**config.mk**
```make
export PLATFORM = sky130hd
export DESIGN_NAME = fcd_ram
export DESIGN_NICKNAME = d
export VERILOG_FILES = /design/src/hw/rtl/fcd_ram.sv
export SDC_FILE = /design/constraint.sdc
export NUM_CORES = 1
export LEC_CHECK = 0
export BUFFER_PORTS_ARGS = -buffer_cell sky130_fd_sc_hd__buf_4
export CELL_PAD_IN_SITES_DETAIL_PLACEMENT = 2
export CELL_PAD_IN_SITES_GLOBAL_PLACEMENT = 2
export CORE_UTILIZATION = 45
export DETAILED_ROUTE_END_ITERATION = 8
export GPL_TIMING_DRIVEN = 0
export PLACE_DENSITY_LB_ADDON = 0.08
export SETUP_SLACK_MARGIN = 0.3
export SLEW_MARGIN = 5
export SYNTH_ARGS = -nofsm -noshare
export SYNTH_HDL_FRONTEND = slang
export SYNTH_SLANG_ARGS = --single-unit
```
**constraint.sdc**
```tcl
create_clock -name clk -period 2.2 [get_ports clk]
set_input_delay 0.44 -clock clk [delete_from_list [all_inputs] [get_ports clk]]
set_output_delay 0.44 -clock clk [all_outputs]
set_load 0.005 [all_outputs]
```
**src/hw/rtl/fcd_ram.sv**
```systemverilog
// ----------------------------------------------------------------------------
// fcd_ram: generic simple dual-port RAM
// One write port, one read port, read data registered.
// ----------------------------------------------------------------------------
module fcd_ram #(
    parameter int WIDTH = 8,
    parameter int DEPTH = 32
) (
    input  logic                                   clk,
    input  logic                                   we,
    input  logic [(DEPTH > 1 ? $clog2(DEPTH) : 1)-1:0] waddr,
    input  logic [WIDTH-1:0]                       wdata,
    input  logic [(DEPTH > 1 ? $clog2(DEPTH) : 1)-1:0] raddr,
    output logic [WIDTH-1:0]                       rdata
);
    logic [WIDTH-1:0] mem [DEPTH];

    always_ff @(posedge clk)
    begin
        if (we)
        begin
            mem[waddr] <= wdata;
        end
        rdata <= mem[raddr];
    end
endmodule

```
Yosys cells after proc, flatten, opt, wreduce, memory -nomap -nowiden. Memory sizes are Yosys's and may differ from the RTL's. A register that Yosys moved wholly into a read port is not among the register bits. Index checks and enable logic that the tools add are counted.

Output and inout bits: 8. Input port bits: 20. Word-level logic and storage cells: 3. Memories kept: 1. Bits in writable memories: 256. Bits in registers: 0.

Muxes and demuxes: 2.

Memories: mem (depth 32, width 8, rd ports 1, clocked after memory_dff 1, wr ports 1, line 16) `logic [WIDTH-1:0] mem [DEPTH];`.

Operator list (count): two-way mux 1 bit (2).

Logic depth before layout (Yosys ltp). Gate-level depths: netlist of the first run.

Depth after elaboration: 2. Gate-level depth with buffers: 5. Mapped depth without buffers: 3.

Worst setup path after synthesis of the first run. Ideal clock, no wire load.

Path kind: in2reg. From: input port raddr[2] (netlist name). To: register rdata[0], read port of mem. Arrival time: 2.122 ns. Path slack: -0.042 ns. Required time: 2.079 ns. Stages: 5. Setup time: 0.121 ns. Cell sequence: clkbuf_1 clkbuf_1 mux4_2 mux4_2 mux2_2.

RTL lines: start, declared (line 13) `input logic [(DEPTH > 1 ? $clog2(DEPTH) : 1)-1:0] raddr,`; end, declared (line 14) `output logic [WIDTH-1:0] rdata`.

Worst setup path in the final report of the first run.
From: input port waddr[1] (netlist name). To: memory mem[0][7], enable pin.

RTL lines: start, declared (line 11) `input logic [(DEPTH > 1 ? $clog2(DEPTH) : 1)-1:0] waddr,`; end, declared (line 16).

No word-level cell before the write port.

==> summary.md, run 1 <==
| Metric | Value |
|---|---|
| Hold Vio Cnt, Final | 0 |
| Ratio of cells with drive above 1 in the final layout | 33.8% |
| Register area share after synthesis | 78.1% |
| Worst skew pair latency | between 500 and 600 ps |
| DRC | 0 |
| CTS H-tree lvls | 1 |
| Final TNS setup | 0 ps |
| Commonest non-fill, non-tap cell in the layout | edfxtp_1 |
| Height of the die | 151 µm |
| Fmax | 523 MHz |
| Post-CTS Setup Bufs | 0 |
| Critical Path AT | slightly above 2000 ps |
| RSZ-0062 raised after global routing | yes |
| Row count | 54 |
| Area grow syn2layout | 14.3% |
| R2R depth | 3 |
| Antenna violations before repair | 0 |
| CTS tree | yes |
| Synth cell types | 15 |
| Yosys reg bits | approximately 260 |
| Core Region | 21900 µm² |
| NumNets Final | 488 |
| Wire per inst | 30.5 µm |
| Num Clock Sinks | 264 |
| All-layer global routing usage | 21.6% |
| Min Clock Period, post-route | around 1900 ps |
| Antenna violation net count after detailed routing | 0 |
| Final WL | 23.4 mm |
| Max capacitance violation total | 0 |
| CTS root buffer | clkbuf_16 |
| Gpl congestion | 0.748 |
| Syn_area_per_cell | 24.1 µm² |
| WHS Endpoint | mem[21][6] |
| Final period utilization | 86.9% |
| Final Power | 10.4 mW |
| Reg clk slew, reported paths | ~60 ps |
| Final Skew | 9.00 ps |
| First-pass GRT wire length | 33.9 mm |
| Worst-path fanout max | 8 |
| Synthesized cell area | 10100 µm² |
| Nature of the critical path endpoint | flip-flop |
| Largest net degree at the start of global routing | 33 |
| CP Launch Type | primary input |
| WHS Path Cells | 1 |
| Diodes inserted | 0 |
| Reg2reg start | mem[21][1] |
| PwrDens | between 900 and 1000 nW/µm² |
| Hpwl dp | 15.5 mm |
| Most frequent cells in the layout | 256 x edfxtp_1, 80 x mux4_2, 32 x nor2_1 |
| Syn. warnings | 0 |
| Util after Layout | 52.5% |
| Vias/cell | 5.82 |
| Hold_buf cts | 0 |
| Clock buffer depth | 3 |
| Initial DRC Count | 290 |
| Starting Density | 45.9% |
| R2r setup slk | 330 ps |
| Number of global-route vias before repair | 4796 |
| Post-Syn Nets | 437 |
| Vias | 4470 |
| Number of port buffers | 22 |
| CP required | 2350 ps |
| Gr ovfl total | 0 |
| Outcome | complete, no violations |
| Max-slew headroom | a little under two fifths |
| R2r endpoint | rdata[1] |
| VDD IR max | 0.459 mV |
| Min-delay src | wdata[6] |
| Placed insts | 719 |
| Lkg Pwr | approximately 3.6 nW |
| 1st-pass router iterations | 5 |
| CTS Buf Count | 27 |
| Die Wd | 151 µm |
| Slew @ Worst Pin | approximately 940 ps |
| Hold WC Path Type | in -> reg |
| Finish-stage setup viols | 0 |
| Max-slew violations | 0 |
| Fin cells | 768 |
| Die ar. | roughly 23000 µm² |
| Boundary pin count | 28 |
| CP Class | in -> reg |
| Post-Syn Instances | 417 |
-- repair_timing --
action,CTS,global route
gates resized for setup,1,3
endpoints found under the hold margin,0,0
setup endpoints to repair,18,53
gates cloned,0,0
pin swaps,0,0
-- sequential cells by signal (all words and copies together), names as in the netlist --
register  count
rdata         8
mem         256
-- worst max path at each step --
stage | to | slack [ps] | depth (start not counted) | start
5_1_grt | mem[20][0] | 220 | 4 | waddr[1]
4_1_cts | mem[20][3] | 290 | 4 | waddr[1]
2_1_floorplan | rdata[0] | 160 | 5 | raddr[0]
3_5_place_dp | mem[0][2] | -270 | 4 | waddr[1]
6_report | mem[0][7] | 290 | 4 | waddr[1]
3_3_place_gp | rdata[2] | -230 | 5 | raddr[2]
-- routing by layer --
metal / vias up / global-route usage (%) / routed length (µm)
met4: 0 / 4.35 / 354
met5: - / 0 / 0
li1: 1885 / - / -
met3: 25 / 2.87 / 1260
met1: 2440 / 32.6 / 10800
met2: 120 / 33.9 / 11000
-- area by class of cell --
type | count | area, µm²
fillers | 1834 | 10400
flip-flops and latches | 264 | 7850
multi-input cells | 133 | 2110
clock buffers | 34 | 712
well taps | 280 | 350
plain buffers | 20 | 213
repair buffers | 22 | 165
clock inverters | 15 | 95.1
-- worst max-delay path, stage by stage --
cell,delay (ps)
buf_4,120
or3b_2,460
clkbuf_1,300
nor2_1,740
-- logic make-up (layout without fill, tap and decap cells) --
group                  count (synthesis)  count (layout)  share of synthesized area [%]
buffers and inverters                 20              91                           1.06
DFF                                  264             264                           78.1
and+or+nand+nor                       45              45                           2.07
muxes                                 88              88                           18.8
-- cell usage after synthesis (all sizes together) --
cell type    n  area, µm²
edfxtp     256       7690
mux4        80       1800
nor2        33        124
buf         14       83.8
dfxtp        8        160
mux2         8       90.1
clkbuf       6       22.5
nand3b       5       37.5
or3b         3       26.3
nand3        2       10.0
nand2        1       3.75
or3          1       6.26
-- metrics by stage --
stage / area (µm²) / hold WS, ps / setup slack, ps
global placement: 10700 / 829 / -228
floorplan: 10200 / 539 / 163
global route: 11500 / 350 / 219
CTS: 11500 / 345 / 286
finish: 11500 / 344 / 289
detailed placement: 10700 / 828 / -271
-- power breakdown --
| group | total [mW] | switching (mW) | internal (mW) |
|---|---|---|---|
| logic | 0.591 | 0.322 | 0.269 |
| registers | 5.62 | 0.0235 | 5.59 |
| clock network | 4.22 | 1.83 | 2.39 |
| total | 10.4 | 2.17 | 8.26 |
(Power assumes the default switching activity.)
==> run 2, diff against run 1 <==
- CORE_ASPECT_RATIO: unset -> 2
==> summary.md, run 2 (synthesis gave the netlist of run 1 again) <==
| Metric | Value |
|---|---|
| Fmax | 536 MHz (was 523 MHz) |
| CTS tree | yes (unchanged) |
| Slew @ Worst Pin | 988 ps (was 939 ps) |
| Min Clock Period, post-route | 1870 ps (was 1910 ps) |
| Number of port buffers | 22 (unchanged) |
| NumNets Final | 485 (was 488) |
| PwrDens | 904 nW/µm² (was 907 nW/µm²) |
| Finish-stage setup viols | 0 (unchanged) |
| Register Area | 7850 µm² (unchanged) |
| Antenna violations before repair | 0 (unchanged) |
| Most frequent cells in the layout | 256 x edfxtp_1, 80 x mux4_2, 29 x nor2_1 (was 256 x edfxtp_1, 80 x mux4_2, 32 x nor2_1) |
| Worst slack, placed | -307 ps (was -271 ps) |
| Diodes inserted | 0 (unchanged) |
| Critical Path AT | 2290 ps (was 2060 ps) |
| Antenna violation net count after detailed routing | 0 (unchanged) |
| First-pass GRT wire length | 35.6 mm (was 33.9 mm) |
| Boundary pin count | 28 (unchanged) |
| Commonest non-fill, non-tap cell in the layout | edfxtp_1 (unchanged) |
| Max-slew headroom | 33.9% (was 37.2%) |
| Gr ovfl total | 0 (unchanged) |
| Nature of the critical path endpoint | flip-flop (unchanged) |
| Largest net degree at the start of global routing | 33 (unchanged) |
| Wire per inst | 32.6 µm (was 30.5 µm) |
| Die Wd | 108 µm (was 151 µm) |
| Row count | 77 (was 54) |
| Worst skew pair latency | 540 ps (was 520 ps) |
| Core Region | 22000 µm² (was 21900 µm²) |
| Biggest regs | mem x256, rdata x8 (unchanged) |
| Num Clock Sinks | 264 (unchanged) |
| Final period utilization | 84.8% (was 86.9%) |
| Vias/cell | 5.83 (was 5.82) |
| CP Class | reg -> reg (was in -> reg) |
| Clock buffer depth | 3 (unchanged) |
| Hold_buf cts | 0 (unchanged) |
| Max-slew violations | 0 (unchanged) |
| Number of global-route vias before repair | 5052 (was 4796) |
| Fin cells | 758 (was 768) |
| Max capacitance violation total | 0 (unchanged) |
| Hold Vio Cnt, Final | 0 (unchanged) |
| Post-CTS Setup Bufs | 0 (unchanged) |
| Setup WS post-layout | 335 ps (was 289 ps) |
| Starting Density | 45.8% (was 45.9%) |
| Outcome | complete, no violations (unchanged) |
| Largest Register | mem (unchanged) |
| 1st-pass router iterations | 4 (was 5) |
| RSZ-0062 raised after global routing | yes (unchanged) |
| DRC | 0 (unchanged) |
| Initial DRC Count | 342 (was 290) |
| Gpl congestion | 0.744 (was 0.748) |
| Lkg Pwr | 3.56 nW (was 3.58 nW) |
| Die ar. | 23000 µm² (was 22900 µm²) |
| CTS Buf Count | 24 (was 27) |
| Placed insts | 715 (was 719) |
| Reg clk slew, reported paths | 60 ps (about the same) |
| Vias | 4422 (was 4470) |
| VDD IR max | 0.732 mV (was 0.459 mV) |
| # fillers | 1845 (was 1834) |
| CP required | 2630 ps (was 2350 ps) |
| Ratio of cells with drive above 1 in the final layout | 34.6% (was 33.8%) |
| CTS H-tree lvls | 1 (unchanged) |
| Worst-path fanout max | 1 (was 8) |
| Hold WC Path Type | in -> reg (unchanged) |
| Final Skew | 10.3 ps (was 9.00 ps) |
| Area grow syn2layout | 13.9% (was 14.3%) |
| Final Power | 10.3 mW (was 10.4 mW) |
| All-layer global routing usage | 23.2% (was 21.6%) |
| Final WL | 24.7 mm (was 23.4 mm) |
| Height of the die | 213 µm (was 151 µm) |
| CTS root buffer | clkbuf_16 (unchanged) |
| Area of the multi-input gates | 2110 µm² (about the same) |
| Util after Layout | 52.1% (was 52.5%) |
| Max FFs per register | 256 (unchanged) |
| Hpwl dp | 16.7 mm (was 15.5 mm) |
| Final TNS setup | 0 ps (unchanged) |
| CP Launch Type | flip-flop (was primary input) |
## run 2: changes by cell type in the layout (fill, tap and decap cells not counted), moves of 2 or more
cell       previous run  this run
clkbuf_1              8         5
clkbuf_16            27        25
clkinv_1              8         6
nor2_1               32        29
nor2_2                1         4
## run 2: layer usage
metal  part of all wire [%]  track usage (%)
met5                      0                0
met4                    4.1             10.6
met3                    2.5             1.95
met2                     58             44.0
met1                     36             25.9
## run 2: path summary, 6_finish.rpt
kind	start	to	slack, ps	depth (start not counted)
max	mem[11][2]	rdata[2]	330	3
min	wdata[6]	mem[31][6]	340	1
max reg2reg	mem[11][2]	rdata[2]	330	3
min reg2reg	mem[26][4]	rdata[4]	920	3
## run 2: report_power, final
group / switching [mW] / leakage (nW) / internal (mW)
Clock: 1.84 / 0.374 / 2.31
Combinational: 0.327 / 0.813 / 0.268
Sequential: 0.0229 / 2.37 / 5.59
Total: 2.19 / 3.56 / 8.16
## run 2: cell type report
| type | instances | share of cell area, % |
|---|---|---|
| clock inverters | 15 | 1.08 |
| multi-input cells | 133 | 18.5 |
| well taps | 276 | 3.02 |
| plain buffers | 20 | 1.88 |
| flip-flops and latches | 264 | 68.6 |
| clock buffers | 28 | 5.56 |
| repair buffers | 22 | 1.44 |
## run 2: worst max-delay path, cell delays in order, from the launching register on
cell      delay, ps
edfxtp_1        390
mux4_2          540
mux4_2          540
mux2_2          290
## run 2: through the flow
| stage | hold WS, ps | cell area, µm² |
|---|---|---|
| final | 343 | 11400 |
| after global routing | 344 | 11400 |
| after CTS | 327 | 11400 |
| after detailed placement | 825 | 10700 |
| after global placement | 823 | 10700 |
| after floorplan | 539 | 10200 |
## run 2: repair_timing
item | 4_1_cts | 5_1_grt
resized for setup | 3 | 3
endpoints found under the setup margin | 26 | 24
cloned | 0 | 0
