[config.mk]
export PLATFORM = sky130hd
export DESIGN_NAME = fcd_name_fold
export DESIGN_NICKNAME = d
export VERILOG_FILES = /design/src/hw/rtl/fcd_pkg.sv /design/src/hw/rtl/fcd_name_fold.sv
export SDC_FILE = /design/constraint.sdc
export NUM_CORES = 1
export LEC_CHECK = 0
export BUFFER_PORTS_ARGS = -buffer_cell sky130_fd_sc_hd__buf_2
export CORE_AREA = 2 2 80 82
export DETAILED_ROUTE_END_ITERATION = 7
export DIE_AREA = 0 0 82 84
export PLACE_DENSITY = 0.86
export SYNTH_ARGS = -nofsm -noshare
export SYNTH_HDL_FRONTEND = slang
export SYNTH_SLANG_ARGS = --single-unit
[constraint.sdc]
create_clock -name vclk -period 2.4
set_input_delay 0.48 -clock vclk [all_inputs]
set_output_delay 0.48 -clock vclk [all_outputs]
set_load 0.1 [all_outputs]
[src/hw/rtl/fcd_pkg.sv]
// ----------------------------------------------------------------------------
// fcd_pkg: shared types for the file cache directory
// Name, directory entry layout and field widths.
// ----------------------------------------------------------------------------
package fcd_pkg;

    localparam int NAME_LO_W = 64;
    localparam int NAME_HI_W = 40;
    localparam int SIZE_W    = 27;
    localparam int OFS_W     = 26;
    localparam int HITS_W    = 5;
    localparam int EVC_W     = 6;

    localparam logic [SIZE_W-1:0] STORE_MAX = 27'd67108864;

    typedef struct packed {
        logic [NAME_HI_W-1:0] hi;
        logic [NAME_LO_W-1:0] lo;
    } name_t;

    typedef struct packed {
        name_t             name;
        logic [SIZE_W-1:0] size;
        logic [OFS_W-1:0]  offset;
        logic [HITS_W-1:0] hits;
    } entry_t;

    localparam int ENTRY_W = $bits(entry_t);

endpackage

[src/hw/rtl/fcd_name_fold.sv]
// ----------------------------------------------------------------------------
// fcd_name_fold: name normalization
// Folds lower case to upper case and zeroes everything after the first NUL.
// ----------------------------------------------------------------------------
module fcd_name_fold (
    input  fcd_pkg::name_t name_in,
    output fcd_pkg::name_t name_out
);
    import fcd_pkg::*;

    logic [103:0] raw;
    logic [103:0] folded;
    logic [12:0]  is_nul;
    logic [12:0]  ended;

    assign raw = {name_in.hi, name_in.lo};

    always_comb
    begin
        for (int i = 0; i < 13; i++)
        begin
            is_nul[i] = (raw[8*i +: 8] == 8'd0);
        end
        ended[0] = 1'b0;
        for (int i = 1; i < 13; i++)
        begin
            ended[i] = ended[i-1] | is_nul[i-1];
        end
        for (int i = 0; i < 13; i++)
        begin
            if (ended[i])
                folded[8*i +: 8] = 8'd0;
            else if (raw[8*i +: 8] >= 8'h61 && raw[8*i +: 8] <= 8'h7a)
                folded[8*i +: 8] = raw[8*i +: 8] - 8'd32;
            else
                folded[8*i +: 8] = raw[8*i +: 8];
        end
    end

    assign name_out.lo = folded[NAME_LO_W-1:0];
    assign name_out.hi = folded[103:NAME_LO_W];
endmodule

==> results of run 1 <==
-- per-stage QoR --
step,setup slack [ns],TNS (ns)
2_1_floorplan,-0.539,-17.40
4_1_cts,-0.361,-22.18
3_3_place_gp,-0.453,-30.04
3_5_place_dp,-0.474,-32.34
-- repair_timing --
action / in CTS
pin swaps: 20
setup endpoints to repair: 91
setup buffers: 4
endpoints found under the hold margin: 0
resized for setup: 297
-- kinds of logic after synthesis --
kind of cell / count (synthesis) / synth area share, %
AOI/OAI and AO/OA: 50 / 17.7
adders and majority gates: 13 / 9.19
buffers and inverters: 47 / 12.1
muxes: 1 / 0.636
and+or+nand+nor: 182 / 60.4
==> reports/results.ini, run 1 <==
[run_status]
outcome=aborted with a tool error
haltStage=5_1_grt
stop_error=[ERROR DPL-0038] Utilization greater than 100%, impossible to legalize

[place]
routabilityCongestion=0.887
dp_hpwl_um=8790
dp_cells=671
placed_area_um2=4700
io_buffers=208

[logic_synthesis]
syn-cell-area_um2=1770
synth_cell_types=40
ys_warn_count=0
synth_nets=410
ys_seq_area_share_pct=0
post-synth-top-count-cell=and2_1
yosysTopAreaCell=and2_1
synth_common_cells=and2_1 (43), inv_1 (37), nor3_1 (26)
syn_area_per_cell_um2=6.04
yosysTopAreaCellShare_pct=15.2
netlist_top_cells_area=and2_1 (15%), ha_1 (9.2%), nor4_1 (8.5%)
syn-instance-count=293

[timing]
crit_endpoint=name_out[77]
worst-ep-kind=primary output

[die]
initial_core_util_pct=29.0
io_pins=208
die_y_um=84
rows=29
die_w_um=82

[clock_tree]
postCtsHoldBufs=0

[global_routing]
grt_max_degree=11

==> run 2: changes to the inputs <==
--- a/config.mk
+++ b/config.mk
@@ -6,10 +6,10 @@
 export NUM_CORES = 1
 export LEC_CHECK = 0
 export BUFFER_PORTS_ARGS = -buffer_cell sky130_fd_sc_hd__buf_2
-export CORE_AREA = 2 2 80 82
+export CORE_AREA = 2 2 81 83
 export DETAILED_ROUTE_END_ITERATION = 7
-export DIE_AREA = 0 0 82 84
-export PLACE_DENSITY = 0.86
+export DIE_AREA = 0 0 83 85
+export PLACE_DENSITY_LB_ADDON = 0.15
 export SYNTH_ARGS = -nofsm -noshare
 export SYNTH_HDL_FRONTEND = slang
 export SYNTH_SLANG_ARGS = --single-unit
==> constraint.sdc (replaced) <==
create_clock -name vclk -period 3.1
set_input_delay 0.62 -clock vclk [all_inputs]
set_output_delay 0.62 -clock vclk [all_outputs]
set_load 0.1 [all_outputs]
==> reports/results.ini, run 2 <==
[die]
core_um2=6200
rows=29
die_y_um=85
io_pins=208
initial_core_util_pct=28.5
die-area_um2=7060
die_w_um=83

[routing]
drt_iter0_drc=78
vias=3072
drtPass1Iterations=4
drc_errors=0
viasPerCell=5.14
wirelength_um=8160
drtAntennaViolNets=0
post_drt_wl_per_cell_um=13.6

[timing]
slew_violations=0
finalHoldViolCount=0
layout_setup_ws_ns=0.0453
fin_tns_setup_ns=0
finalCritPeriodShare_pct=98.5
relSlewSlack_pct=46.8
rsz0062_at_grt=no
finalSetupViolations=0
tightest_slew_ns=0.791
fin_crit_ns=3.05
max_freq_mhz=327

[power]
power.leakage_nw=2.10
p_switching_uw=857
combinationalPowerShare_pct=100.0
peakVddDrop_uv=179
seqPwrFrac_pct=0
swShare_pct=73.1
pwr-share-clk_pct=0
p_total_mw=1.17
power_per_cell_area_nw_per_um2=278
p_int_uw=315

[layout]
ff_latch_area_um2=0
final_common_cell=buf_2
fin_nets=640
stdcell_count=598
drive_gt1_share_pct=58.9
n_clock_buffer=0
synthToLayoutAreaGrowth_pct=138
layout_common_cells=buf_2 (139), and2_1 (43), buf_4 (41)
stdcell_area_um2=4210
seq_cell_count=0
diodes=0

[logic_synthesis]
netlist_top_cells_area=and2_1 (15%), ha_1 (9.2%), nor4_1 (8.5%)
synth_cell_types=40
syn-cell-area_um2=1770
ys_warn_count=0
post-synth-top-count-cell=and2_1
syn_area_per_cell_um2=6.04
synth_common_cells=and2_1 (43), inv_1 (37), nor3_1 (26)
ys_seq_area_share_pct=0
synth_nets=410
yosysTopAreaCellShare_pct=15.2
yosysTopAreaCell=and2_1
syn-instance-count=293

[setup_path]
critPathKind=in -> out
path_cells=buf_2 -> or4_4 -> or3_4 -> and3_4 -> and4_4 -> and3_1 -> buf_6
crit_path_start_kind=primary input
arrival_ns=2.43
required_ns=2.48
critPathMaxStageDelay_ns=0.53
slowest_stage=or4_4
end_kind=output pin
cp_max_fo=8

[worst_hold_path]
hold_path.class=in -> out

[clock_tree]
postCtsHoldBufs=0

[place]
io_buffers=208
routabilityCongestion=0.860
dp_cells=594
place_ws_ns=-0.0508
dp_hpwl_um=6830
placed_area_um2=3880

[global_routing]
grt_pass1_vias=2934
grt_remaining_overflow=0
track_usage_pct=21.0
antenna_found_initial=0
grt_max_degree=14
grt_pass1_wl_um=13100

[flow_run]
maxCapViolCount=0

[run_status]
outcome=finished, final reports clean

run 2: cell counts after synthesis:
No cell type changed its count.
run 2: metal layers:
layer  wire (µm)  track usage, %  part of all wire [%]  vias up
met3         517            3.60                   6.3       10
met4         144            2.38                   1.8        0
met5           0               0                     0        -
met1        3010            23.6                    37     1407
met2        4480            42.2                    55      122
li1            -               -                     -     1533
run 2: worst paths after layout:
path	from	to	cells after the start
max	name_in[16]	name_out[78]	7
min	name_in[0]	name_out[0]	2
run 2: cells by family (layout without fill, tap and decap cells):
family | Yosys count | count (layout) | share of synthesized area, %
compound gates | 50 | 50 | 17.7
simple gates | 182 | 182 | 60.4
mux | 1 | 1 | 0.636
buf+inv | 47 | 275 | 12.1
fa+ha+maj | 13 | 13 | 9.19
run 2: power groups by stage:
| stage | Combinational [mW] | Sequential, mW | Clock, mW |
|---|---|---|---|
| after floorplan | 0.844 | 0 | 0 |
| after global placement | 1.10 | 0 | 0 |
| after detailed placement | 1.11 | 0 | 0 |
| after CTS | 1.12 | 0 | 0 |
| after global routing | 1.22 | 0 | 0 |
| final | 1.17 | 0 | 0 |
run 2: cell type report:
class / count / area [µm²]
tap: 77 / 96.3
timing repair buffer: 238 / 1860
multi-input combinational: 246 / 2110
inverter: 37 / 139
fill: 497 / 1990
run 2: timing repair:
action,in CTS,in global routing
setup endpoints to repair,16,75
buffers inserted,0,3
cloned,0,1
pin swaps,0,2
gates resized for setup,16,110
run 2: through the flow:
step | hold WS [ns] | utilization [%]
after floorplan | 1.45 | -
after global placement | 1.64 | 62.5
after detailed placement | 1.64 | 62.5
after CTS | 1.64 | 63.1
after global routing | 1.65 | 67.9
final | 1.64 | 67.9
run 2: worst max-delay path: cells and delay by family:
kind	cells	cell delay, ns
buffers and inverters	2	0.30
and+or+nand+nor	5	1.51
No activity file was read; power rests on OpenSTA's default activity.
==> run 3: changes to the inputs <==
--- a/config.mk
+++ b/config.mk
@@ -10,6 +10,7 @@
 export DETAILED_ROUTE_END_ITERATION = 7
 export DIE_AREA = 0 0 83 85
 export PLACE_DENSITY_LB_ADDON = 0.15
+export SLEW_MARGIN = 10
 export SYNTH_ARGS = -nofsm -noshare
 export SYNTH_HDL_FRONTEND = slang
 export SYNTH_SLANG_ARGS = --single-unit
==> constraint.sdc (replaced) <==
create_clock -name vclk -period 3.1
set_input_delay 0.31 -clock vclk [all_inputs]
set_output_delay 0.31 -clock vclk [all_outputs]
set_load 0.1 [all_outputs]
==> reports/results.ini, run 3 (synthesis gave the netlist of run 2 again) <==
[timing]
max_freq_mhz=384
rsz0062_at_grt=no
holdWs_ns=1.02
fin_crit_ns=2.60
finalCritPeriodShare_pct=83.9
tightest_slew_ns=0.997
relSlewSlack_pct=32.9
finalSetupViolations=0
slew_violations=0
layout_setup_ws_ns=0.498
finalHoldViolCount=0

[routing]
wirelength_um=7130
drt_iter0_drc=45
drtPass1Iterations=4
drtAntennaViolNets=0
post_drt_wl_per_cell_um=12.5
viasPerCell=4.95
drc_errors=0
vias=2832

[worst_hold_path]
min_to=name_out[4]
hp-start=name_in[4]
hold_path.class=in -> out
holdPathStages=2

[die]
io_pins=208
initial_core_util_pct=28.5
core_um2=6200
die_y_um=85
die_w_um=83
die-area_um2=7060
rows=29

[layout]
fin_util_pct=49.5
ff_latch_area_um2=0
fin_nets=614
diodes=0
seq_cell_count=0
synthToLayoutAreaGrowth_pct=73.4
drive_gt1_share_pct=49.5
n_clock_buffer=0
final_common_cell=buf_2
stdcell_count=572
layout_common_cells=buf_2 (205), and2_1 (43), inv_1 (37)

[setup_path]
required_ns=2.79
crit_path_start_kind=primary input
end_kind=output pin
critPathMaxStageDelay_ns=0.64
slowest_stage=nor3_1
path_cells=buf_2 -> nor4_1 -> nand2_1 -> nand3_1 -> nor3_1 -> and3_1 -> buf_2
arrival_ns=2.29
crit_path_frequent_cell=buf_2
crit_buf_inv=2
cp_top_family=simple AND/OR/NAND/NOR gates
critPathKind=in -> out
cp_max_fo=12

[global_routing]
antenna_found_initial=0
grt_remaining_overflow=0
grt_max_degree=20
grt_pass1_wl_um=11500
grt_pass1_vias=2593
track_usage_pct=18.5

[power]
power.leakage_nw=1.67
p_total_mw=1.00
peakVddDrop_uv=230
power_per_cell_area_nw_per_um2=326

[place]
routabilityCongestion=0.803
io_buffers=208
place_ws_ns=0.460
dp_cells=572
dp_hpwl_um=6340

[flow_run]
maxCapViolCount=0

[clock_tree]
cts_resized=0
postCtsHoldBufs=0
postCtsSetupBuffers=0

[run_status]
outcome=finished, final reports clean

[run 3: cell count changes in the layout (fill, tap and decap cells not counted), sizes merged]
cell    change
clkbuf      -1
buf        -25
[run 3: how the worst max path moves through the flow]
stage,start,endpoint,slack (ns),depth (start not counted)
2_1_floorplan,name_in[39],name_out[37],-1.15,4
3_3_place_gp,name_in[1],name_out[62],0.49,7
3_5_place_dp,name_in[1],name_out[62],0.46,7
4_1_cts,name_in[1],name_out[62],0.44,7
5_1_grt,name_in[1],name_out[54],0.25,7
6_report,name_in[1],name_out[62],0.50,7
[run 3: through the flow]
stage	TNS (ns)	instance area, µm²
2_1_floorplan	-8.56	1930
3_3_place_gp	0	3070
3_5_place_dp	0	3070
4_1_cts	0	3070
5_1_grt	0	3070
6_report	0	3070
[run 3: power by group]
| group | leakage, nW | internal (mW) | switching (mW) |
|---|---|---|---|
| combinational | 1.67 | 0.192 | 0.809 |
| clock | 0 | 0 | 0 |
| sequential | 0 | 0 | 0 |
[run 3: final cells by class]
type,instances,area (µm²)
Inverter,37,139
Fill cell,648,3130
Timing Repair Buffer,212,1120
Multi-Input combinational cell,246,1720
Tap cell,77,96.3
[run 3: routing by layer]
metal / vias up / wire length, µm / GRT usage (%)
li1: 1482 / - / -
met1: 1229 / 2870 / 20.9
met2: 121 / 3680 / 38.1
met3: 0 / 580 / 3.31
met4: 0 / 0 / 0
met5: - / 0 / 0
==> run 4: changes to the inputs <==
--- a/config.mk
+++ b/config.mk
@@ -5,6 +5,7 @@
 export SDC_FILE = /design/constraint.sdc
 export NUM_CORES = 1
 export LEC_CHECK = 0
+export ABC_AREA = 1
 export BUFFER_PORTS_ARGS = -buffer_cell sky130_fd_sc_hd__buf_2
 export CORE_AREA = 2 2 81 83
 export DETAILED_ROUTE_END_ITERATION = 7
==> constraint.sdc (replaced) <==
create_clock -name vclk -period 2.38
set_input_delay 0.238 -clock vclk [all_inputs]
set_output_delay 0.238 -clock vclk [all_outputs]
set_load 0.1 [all_outputs]
==> reports/results.ini, run 4 <==
[logic_synthesis]
yosysTopAreaCell=inv_1
synthAdderAreaFrac_pct=8.80
synth_common_cells=inv_1 (109), nor2_1 (99), nand2_1 (35)
synth-compound-area-share_pct=16.5
yosys.area_share.simple_pct=50.3
muxShareOfSynthArea_pct=0
syn-cell-area_um2=1850
syn_area_per_cell_um2=4.86
synth_xor_area_share_pct=0
post-synth-top-count-cell=inv_1
netlist_top_cells_area=inv_1 (22%), nor2_1 (20%), ha_1 (8.8%)
synth_top_family_by_area=simple AND/OR/NAND/NOR gates
syn-instance-count=380
yosysTopAreaCellShare_pct=22.1
synth_cell_types=26
ys_seq_area_share_pct=0
synth_nets=497
ys_warn_count=0

[setup_path]
required_ns=2.14
cp_max_fo=8
slowest_stage=nor2_1
crit_path_start_kind=primary input
timing.critical_path.from=name_in[8]
arrival_ns=1.90
crit_cells=12
path_cells=buf_2 -> nor2_1 -> nand2_1 -> nor2_1 -> nor2_4 -> nand4_4 -> nor2_4 -> nand4_4 -> nor2_4 -> nand2_2 -> nor2_1 -> buf_12
crit_buf_inv=2
crit_end=name_out[95]
cp_top_family=simple AND/OR/NAND/NOR gates
critPathMaxStageDelay_ns=0.25
critPathKind=in -> out
end_kind=output pin

[layout]
synthToLayoutAreaGrowth_pct=122
multi_input_area_um2=1690
ff_latch_area_um2=0
layout_common_cells=buf_2 (152), inv_1 (109), nor2_1 (65)
diodes=0
fin_nets=706
final_common_cell=buf_2
drive_gt1_share_pct=47.4
seq_cell_count=0
n_fill_cell=533
n_clock_buffer=0

[place]
dp_hpwl_um=6970
io_buffers=208
place_ws_ns=0.242
routabilityCongestion=0.870

[routing]
drc_errors=0
wirelength_um=7470
drtAntennaViolNets=0
drt_iter0_drc=63
vias=3072
viasPerCell=4.63
post_drt_wl_per_cell_um=11.2
drtPass1Iterations=5

[clock_tree]
postCtsHoldBufs=0
postCtsSetupBuffers=0
cts_resized=0

[global_routing]
grt_max_degree=10
grt_remaining_overflow=0
grt_pass1_vias=2971
grt_pass1_wl_um=12400
track_usage_pct=20.0
antenna_found_initial=0

[die]
rows=29
die-area_um2=7060
die_y_um=85
initial_core_util_pct=29.8
core_um2=6200
io_pins=208
die_w_um=83

[timing]
finalSetupViolations=0
rsz0062_at_grt=no
finalCritPeriodShare_pct=89.7
layout_setup_ws_ns=0.246
slew_violations=0
relSlewSlack_pct=54.2
fin_crit_ns=2.13
finalHoldViolCount=0
tightest_slew_ns=0.682
max_freq_mhz=469

[flow_run]
maxCapViolCount=0

[power]
peakVddDrop_uv=280
p_total_mw=1.61
power_per_cell_area_nw_per_um2=392
power.leakage_nw=2.36

[worst_hold_path]
hold_path.class=in -> out
hp-start=name_in[49]

[run_status]
outcome=finished, final reports clean

[run 4: changes by cell type in the layout (fill, tap and decap cells not counted), moves of 21 or more]
cell and delta:
nor2_1 +51, buf_12 +53, and2_1 -43, nor2_2 +22
inv_1 +72, nand3_1 +21, nor4_1 -21, buf_2 -53
[run 4: cell families after synthesis]
| group | after synthesis |
|---|---|
| adder cells (fa/ha/maj) | 13 |
| buffers and inverters | 115 |
| AND/OR/NAND/NOR | 202 |
| AO/OA/AOI/OAI | 50 |
[run 4: worst min-delay path by stage]
stage	endpoint	slack [ns]	depth (start not counted)
3_5_place_dp	name_out[49]	0.85	4
5_1_grt	name_out[68]	0.86	4
2_1_floorplan	name_out[91]	0.67	2
4_1_cts	name_out[49]	0.85	4
6_report	name_out[49]	0.85	4
3_3_place_gp	name_out[51]	0.85	4
[run 4: cell type report]
| cell class | count | share of cell area, % |
|---|---|---|
| multi-input combinational | 265 | 41.1 |
| timing repair buffer | 212 | 46.5 |
| tap | 77 | 2.34 |
| inverter | 110 | 10.0 |
[run 4: power by group]
part	total, mW	internal, mW	switching (mW)
Combinational	1.61	0.453	1.16
Sequential	0	0	0
Clock	0	0	0
[run 4: routing by layer]
| metal | GRT usage, % | vias up | share of wire (%) |
|---|---|---|---|
| met5 | 0 | - | 0 |
| li1 | - | 1604 | - |
| met2 | 40.2 | 129 | 53 |
| met3 | 6.13 | 2 | 10 |
| met1 | 21.4 | 1337 | 36 |
| met4 | 0.894 | 0 | 0.39 |
[run 4: per-stage QoR]
| step | hold slack [ns] | utilization, % | setup TNS [ns] | area [µm²] | cells |
|---|---|---|---|---|---|
| 2_1_floorplan | 0.675 | - | -5.03 | 2140 | 380 |
| 3_3_place_gp | 0.849 | 66.2 | 0 | 4110 | 664 |
| 3_5_place_dp | 0.851 | 66.2 | 0 | 4110 | 664 |
| 4_1_cts | 0.850 | 66.2 | 0 | 4110 | 664 |
| 5_1_grt | 0.863 | 66.2 | 0 | 4110 | 664 |
| 6_report | 0.849 | 66.2 | 0 | 4110 | 664 |
